File: src/rtl/core/nearest_vertex_search_3d_top_assert.svh
// ----------------------------------------------------------------------------
// Nearest vertex search assertion macros
// Shared same-cycle-implication and next-cycle-implication checks.
// ----------------------------------------------------------------------------
`ifndef NEAREST_VERTEX_SEARCH_3D_TOP_ASSERT_SVH
`define NEAREST_VERTEX_SEARCH_3D_TOP_ASSERT_SVH

// same-cycle implication, checked out of reset
`define NVS_ASSERT_IMP(label, ante, cons, msg) \
  label: assert property (@(posedge clk) disable iff (!rst_n) (ante) |-> (cons)) \
    else $error(msg);

// next-cycle implication, checked out of reset
`define NVS_ASSERT_NXT(label, ante, cons, msg) \
  label: assert property (@(posedge clk) disable iff (!rst_n) (ante) |=> (cons)) \
    else $error(msg);

`endif

File: src/rtl/core/nvs_pkg.sv
// ----------------------------------------------------------------------------
// nvs_pkg
// Shared widths, codes and control types for the nearest vertex search.
// ----------------------------------------------------------------------------
`default_nettype none

package nvs_pkg;

  localparam int MAX_VERTICES = 1024;
  localparam int IDX_W        = $clog2(MAX_VERTICES);
  localparam int CNT_W        = IDX_W + 1;
  localparam int COORD_W      = 16;
  localparam int SQ_W         = 2 * COORD_W;
  localparam int DIST_W       = SQ_W + 2;
  localparam int IN_DATA_W    = 64;
  localparam int OUT_DATA_W   = 96;

  localparam logic OP_LOAD  = 1'b0;
  localparam logic OP_QUERY = 1'b1;

  typedef enum logic [2:0] {
    ST_IDLE  = 3'b001,
    ST_SCAN  = 3'b010,
    ST_DRAIN = 3'b100
  } nvs_state_t;

  typedef struct packed {
    logic             wr;
    logic             start;
    logic             rd;
    logic [IDX_W-1:0] addr;
    logic             out_load;
  } nvs_cmd_t;

  typedef struct packed {
    logic pipe_busy;
  } nvs_sts_t;

endpackage

`default_nettype wire

File: src/rtl/core/nvs_ctrl.sv
// ----------------------------------------------------------------------------
// nvs_ctrl
// Sequencer: load/query decode, scan address counter, result handover.
// ----------------------------------------------------------------------------
`default_nettype none

`include "nearest_vertex_search_3d_top_assert.svh"

module nvs_ctrl (
  input  wire                          clk,
  input  wire                          rst_n,
  input  wire                          in_tvalid,
  output logic                         in_tready,
  input  wire                          in_tuser,
  input  wire                          cfg_we,
  input  wire  [nvs_pkg::CNT_W-1:0]    cfg_wdata,
  output logic                         out_tvalid,
  input  wire                          out_tready,
  output nvs_pkg::nvs_cmd_t            cmd,
  input  wire  nvs_pkg::nvs_sts_t      sts
);
  import nvs_pkg::*;

  nvs_state_t       state_r, state_nxt;
  logic [CNT_W-1:0] scan_cnt_r, scan_cnt_nxt;
  logic [CNT_W-1:0] vertex_count_r;
  logic             out_valid_r, out_valid_nxt;

  // zero counts as one, anything past the table as the full table
  function automatic logic [CNT_W-1:0] clamp_count(input logic [CNT_W-1:0] v);
    logic [CNT_W-1:0] r;
    r = v;
    if (v == '0)
      r = CNT_W'(1);
    else if (v > CNT_W'(MAX_VERTICES))
      r = CNT_W'(MAX_VERTICES);
    return r;
  endfunction

  always_comb begin
    state_nxt     = state_r;
    scan_cnt_nxt  = scan_cnt_r;
    out_valid_nxt = out_valid_r;
    cmd           = '0;
    cmd.addr      = scan_cnt_r[IDX_W-1:0];
    if (out_valid_r && out_tready)
      out_valid_nxt = 1'b0;
    unique case (state_r)
      ST_IDLE: begin
        if (in_tvalid) begin
          if (in_tuser == OP_LOAD) begin
            cmd.wr = 1'b1;
          end else begin
            cmd.start    = 1'b1;
            scan_cnt_nxt = '0;
            state_nxt    = ST_SCAN;
          end
        end
      end
      ST_SCAN: begin
        cmd.rd       = 1'b1;
        scan_cnt_nxt = scan_cnt_r + CNT_W'(1);
        if (scan_cnt_r + CNT_W'(1) == vertex_count_r)
          state_nxt = ST_DRAIN;
      end
      ST_DRAIN: begin
        // wait for the pipe to empty and the output register to free up
        if (!sts.pipe_busy && (!out_valid_r || out_tready)) begin
          cmd.out_load  = 1'b1;
          out_valid_nxt = 1'b1;
          state_nxt     = ST_IDLE;
        end
      end
      default: state_nxt = ST_IDLE;
    endcase
  end

  always_ff @(posedge clk) begin
    if (!rst_n) begin
      state_r        <= ST_IDLE;
      scan_cnt_r     <= '0;
      out_valid_r    <= 1'b0;
      vertex_count_r <= CNT_W'(1);
    end else begin
      state_r     <= state_nxt;
      scan_cnt_r  <= scan_cnt_nxt;
      out_valid_r <= out_valid_nxt;
      if (cfg_we)
        vertex_count_r <= clamp_count(cfg_wdata);
    end
  end

  assign in_tready  = (state_r == ST_IDLE);
  assign out_tvalid = out_valid_r;

  `NVS_ASSERT_IMP(a_scan_in_range, state_r == ST_SCAN, scan_cnt_r < vertex_count_r, "scan address past vertex count")
  `NVS_ASSERT_IMP(a_count_range, 1'b1, vertex_count_r != '0 && vertex_count_r <= CNT_W'(MAX_VERTICES), "vertex count out of range")
  `NVS_ASSERT_NXT(a_start_scan, cmd.start, state_r == ST_SCAN && scan_cnt_r == '0, "query did not start scan at entry zero")
  `NVS_ASSERT_NXT(a_drain_done, state_r == ST_DRAIN && !sts.pipe_busy && !out_valid_r, out_valid_r && state_r == ST_IDLE, "drained result not handed over")

endmodule

`default_nettype wire

File: config.mk
export PLATFORM = sky130hd
export DESIGN_NAME = nvs_ctrl
export DESIGN_NICKNAME = d
export VERILOG_FILES = /design/src/rtl/core/nvs_pkg.sv /design/src/rtl/core/nvs_ctrl.sv
export VERILOG_INCLUDE_DIRS = /design/src /design/src/rtl/core
export SDC_FILE = /design/constraint.sdc
export NUM_CORES = 1
export LEC_CHECK = 0
export BUFFER_PORTS_ARGS = -buffer_cell sky130_fd_sc_hd__buf_2
export CELL_PAD_IN_SITES_DETAIL_PLACEMENT = 0
export CELL_PAD_IN_SITES_GLOBAL_PLACEMENT = 1
export CORE_ASPECT_RATIO = 1.2
export CORE_MARGIN = 2
export CORE_UTILIZATION = 36
export DETAILED_ROUTE_END_ITERATION = 7
export PLACE_DENSITY_LB_ADDON = 0.1
export SLEW_MARGIN = 20
export SYNTH_ARGS = -nofsm -noshare
export SYNTH_HDL_FRONTEND = slang
export SYNTH_SLANG_ARGS = --single-unit
export TNS_END_PERCENT = 30
File: constraint.sdc
create_clock -name clk -period 2.1 [get_ports clk]
set_clock_uncertainty 0.2 [all_clocks]
set_input_delay 0.21 -clock clk [delete_from_list [all_inputs] [get_ports clk]]
set_output_delay 0.21 -clock clk [all_outputs]
set_load 0.05 [all_outputs]
==> results summary <==
The yosys synthesis warning count is 0. The count of nets left with antenna violations once routing finished came out at 0. The tree is rooted in a sky130_fd_sc_hd__clkbuf_8.

Once placement finished, the instance area stood at 1840 um2. The final non-filler cell total is 288. The number of antenna violations at the first check in global routing is 0.

The clock tree from TritonCTS is built. The worst setup path is of the flip-flop to flip-flop kind. The area taken by flip-flops and latches is 520 um2. The area of the mapped netlist came out at 1610 um2.

For this run, the total global-route usage over all layers was measured as 0.165. The layout overhead on the synthesized area is 21.8%. Counting I/O delays and the setup requirement, the final critical path takes 2.00 ns. CTS built an H-tree with a depth of 1.

The clock edge transition at the registers on the reported setup and hold paths is 0.10 ns. Once the clock tree was built, the setup fixing pass inserted 0 buffers. The last weighted congestion value of the routability-driven placer came out at 0.865. The synthesized flop and latch total is 26.

The peak supply drop came out at 0.261 mV. For the worst setup path, the data arrival time is 2.04 ns. The synthesized instance count is 198. The detailed-routing iteration count for the pre-antenna-repair pass came out at 4. The global-route wire length before repair came out at 6470 um. The area share of the largest cell type after synthesis is 0.324. The HPWL reported at the end of detailed placement is 2880 um.

Entering global routing, the biggest net connects 28 pins. The achievable frequency is 499 MHz. The die outline width came out at 65.0 um. The area of the multi-input gates came out at 961 um2. The biggest fanout along the worst timing path is 5. The met2 layer wire length in the routed design came out at 1750 um.

The clock sink count came out at 26. The per-instance average area after synthesis came out at 8.11 um2. The proportion of register bits with asynchronous set or reset after synthesis is 0. The flow ran to the end, and the final reports show no timing, DRC or antenna violations. The clock network latency to the later pin of the worst-skew pair came out at 0.28 ns. For this run the aggregate overflow at the end of global routing stands at 0. For this block, the initial DRC count from the detailed router was 79. The highest layer touched by signal routing is met4. The number of synthesized flops with an enable pin came out at 0. The routed metal-1 wirelength came out at 1830 um. The mean number of vias per cell is 5.11. Data on the critical path is required at its endpoint by 2.13 ns. The number of design rule violations left after detail routing is 0.

The power density over cell area is 567 nW/um2. Setup violations remaining at the end of the flow were counted as 0. The max-slew violation total from the final report is 0.

The fraction of the cycle the final worst path needs came out at 0.954. The cell count after placement is 281. The area of the placeable core came out at 4260 um2.

Wires add up to 3810 um. The share of layout cells above drive strength 1 came out at 0.272. The final instance area is 1960 um2.

The overall via count from detail_route came out at 1471. Setup repair after global routing left no endpoint under its margin. The CTS buffer count came out at 3.

The count of maximum capacitance violations came out at 0. The post-synthesis net count is 217. In this run the static leakage power is 0.000835 uW. The effective utilization at floorplan came out at 0.377. The worst slack on hold paths is 0.00710 ns. The min-delay analysis places its worst path in the category primary input to flip-flop.

In the post-synthesis netlist, the biggest area contributors are sky130_fd_sc_hd__dfxtp_1 32%, sky130_fd_sc_hd__xnor2_1 6.0%, sky130_fd_sc_hd__buf_4 5.1%. The number of global-route vias before repair came to 1418. The floorplan step defined a die boundary enclosing 5010 um2. The share of the Yosys chip area taken by registers is 0.324. The initialized floorplan defines 26 standard-cell rows. At the pin with the least slew margin, the transition time is 0.419 ns. The count of final hold-check violations came out at 0.

In the synthesized netlist the dominant register cell turns out to be sky130_fd_sc_hd__dfxtp_1. The final net count is 252. The cell taking the most area after synthesis is sky130_fd_sc_hd__dfxtp_1. 34 I/O pins were placed. The max-slew headroom at the worst pin came out at 0.721. The number of buffer cells added on primary ports is 33. In the detailed route, the total length drawn on met3 is 125 um. The vertical die dimension is 77.2 um. 0 antenna diodes ended up in the layout. The maximum buffer depth of the clock tree came out at 2. Measured on the finished design, the core utilization comes to 0.459. The worst setup path is captured at a flip-flop. The worst setup path is launched from a flip-flop.

Dividing the detail-routed wire length by the instance count gives 13.2 um. In this run, distinct cell masters in the synthesized netlist total 48. The number of fill cells is 441.
==> repair_timing <==
item,4_1_cts,5_1_grt
resized for setup,1,2
pin swaps,0,1
cloned,0,0
endpoints found under the setup margin,1,3
hold buffers,3,0
endpoints found under the hold margin,3,0
==> critical path: stages, from the launching register on <==
cell and delay (ns):
sky130_fd_sc_hd__dfxtp_1 0.33, sky130_fd_sc_hd__ha_1 0.22, sky130_fd_sc_hd__buf_4 0.16, sky130_fd_sc_hd__xor2_1 0.13, sky130_fd_sc_hd__o2111ai_1 0.19, sky130_fd_sc_hd__o21ai_0 0.15, sky130_fd_sc_hd__nor4_2 0.37, sky130_fd_sc_hd__a41o_1 0.21
==> registers in the layout (all words and copies together), names as in the netlist <==
name            count
vertex_count_r     11
state_r             3
out_tvalid          1
scan_cnt_r         11
==> synth_stat cells, types with 2 or more instances <==
library cell / count
sky130_fd_sc_hd__nor2b_1: 9
sky130_fd_sc_hd__nand2_1: 17
sky130_fd_sc_hd__o21a_1: 2
sky130_fd_sc_hd__or4_1: 2
sky130_fd_sc_hd__nand3_2: 2
sky130_fd_sc_hd__xnor2_1: 11
sky130_fd_sc_hd__or3b_1: 2
sky130_fd_sc_hd__nor3_1: 5
sky130_fd_sc_hd__dfxtp_1: 26
sky130_fd_sc_hd__xor2_1: 5
sky130_fd_sc_hd__nand3_1: 3
sky130_fd_sc_hd__and2_1: 8
sky130_fd_sc_hd__nor2_1: 12
sky130_fd_sc_hd__a21boi_1: 2
sky130_fd_sc_hd__o2111ai_1: 2
sky130_fd_sc_hd__clkbuf_1: 8
sky130_fd_sc_hd__buf_4: 11
sky130_fd_sc_hd__o21ai_0: 11
sky130_fd_sc_hd__nor4_1: 3
sky130_fd_sc_hd__nand2b_1: 3
sky130_fd_sc_hd__nand3b_1: 4
sky130_fd_sc_hd__a21oi_1: 8
sky130_fd_sc_hd__a21boi_0: 3
sky130_fd_sc_hd__inv_1: 8
sky130_fd_sc_hd__a31oi_1: 4
sky130_fd_sc_hd__o22ai_1: 5
==> report_power, final <==
group	leakage, uW	internal, uW	total [uW]	switching (uW)
logic	0.000588	70.3	164	93.4
clock network	0.0000357	256	429	173
registers	0.000211	506	517	11.2
==> kinds of logic after synthesis <==
kind of cell	share of synthesized area
and+or+nand+nor	0.294
adders and majority gates	0.0140
xor gates and xnor gates	0.0873
buffers and inverters	0.0920
AOI/OAI and AO/OA	0.182
muxes	0.00624
DFF	0.324
==> worst paths after layout <==
check | from | end | cells past startpoint | slack, ns
max | scan_cnt_r[0] | state_r[2] | 7 | 0.1
max reg2reg | scan_cnt_r[0] | state_r[2] | 7 | 0.1
min | cfg_wdata[8] | vertex_count_r[8] | 3 | 0.007
min reg2reg | scan_cnt_r[10] | scan_cnt_r[10] | 1 | 0.29
==> layout by cell type, fill, tap and decap left out, types with 3 or more instances in the layout <==
cell type / count
sky130_fd_sc_hd__buf_4: 15
sky130_fd_sc_hd__nand3b_1: 4
sky130_fd_sc_hd__buf_2: 32
sky130_fd_sc_hd__nor2b_1: 9
sky130_fd_sc_hd__o22ai_1: 5
sky130_fd_sc_hd__nand2_1: 17
sky130_fd_sc_hd__dfxtp_1: 26
sky130_fd_sc_hd__clkbuf_8: 3
sky130_fd_sc_hd__nand2b_1: 3
sky130_fd_sc_hd__a21boi_0: 3
sky130_fd_sc_hd__a31oi_1: 4
sky130_fd_sc_hd__and2_1: 8
sky130_fd_sc_hd__nor4_1: 3
sky130_fd_sc_hd__inv_1: 8
sky130_fd_sc_hd__o21ai_0: 11
sky130_fd_sc_hd__nand3_1: 3
sky130_fd_sc_hd__xor2_1: 5
sky130_fd_sc_hd__nor2_1: 12
sky130_fd_sc_hd__nor3_1: 4
sky130_fd_sc_hd__xnor2_1: 11
sky130_fd_sc_hd__a21oi_1: 8
sky130_fd_sc_hd__dlygate4sd3_1: 3
==> routing by layer <==
layer  GRT usage  vias up
li1            -      753
met5           0        -
met2       0.271       30
met4      0.0830        0
met1       0.209      682
met3      0.0205        6
==> layout make-up <==
class | instances | share of cell area
Multi-Input combinational cell | 144 | 0.491
Clock buffer | 3 | 0.0211
Sequential cell | 26 | 0.266
Clock inverter | 1 | 0.0154
Timing Repair Buffer | 50 | 0.155
Inverter | 8 | 0.0154
Tap cell | 56 | 0.0358
==> stage by stage <==
stage	TNS, ns	total power, uW	setup slack [ns]
2_1_floorplan	-0.118	636	-0.0931
3_3_place_gp	0	684	0.133
3_5_place_dp	0	688	0.103
4_1_cts	0	1120	0.0530
5_1_grt	0	1160	0.0252
6_report	0	1110	0.0957
Note: power is estimated with default switching activity, not from simulation.
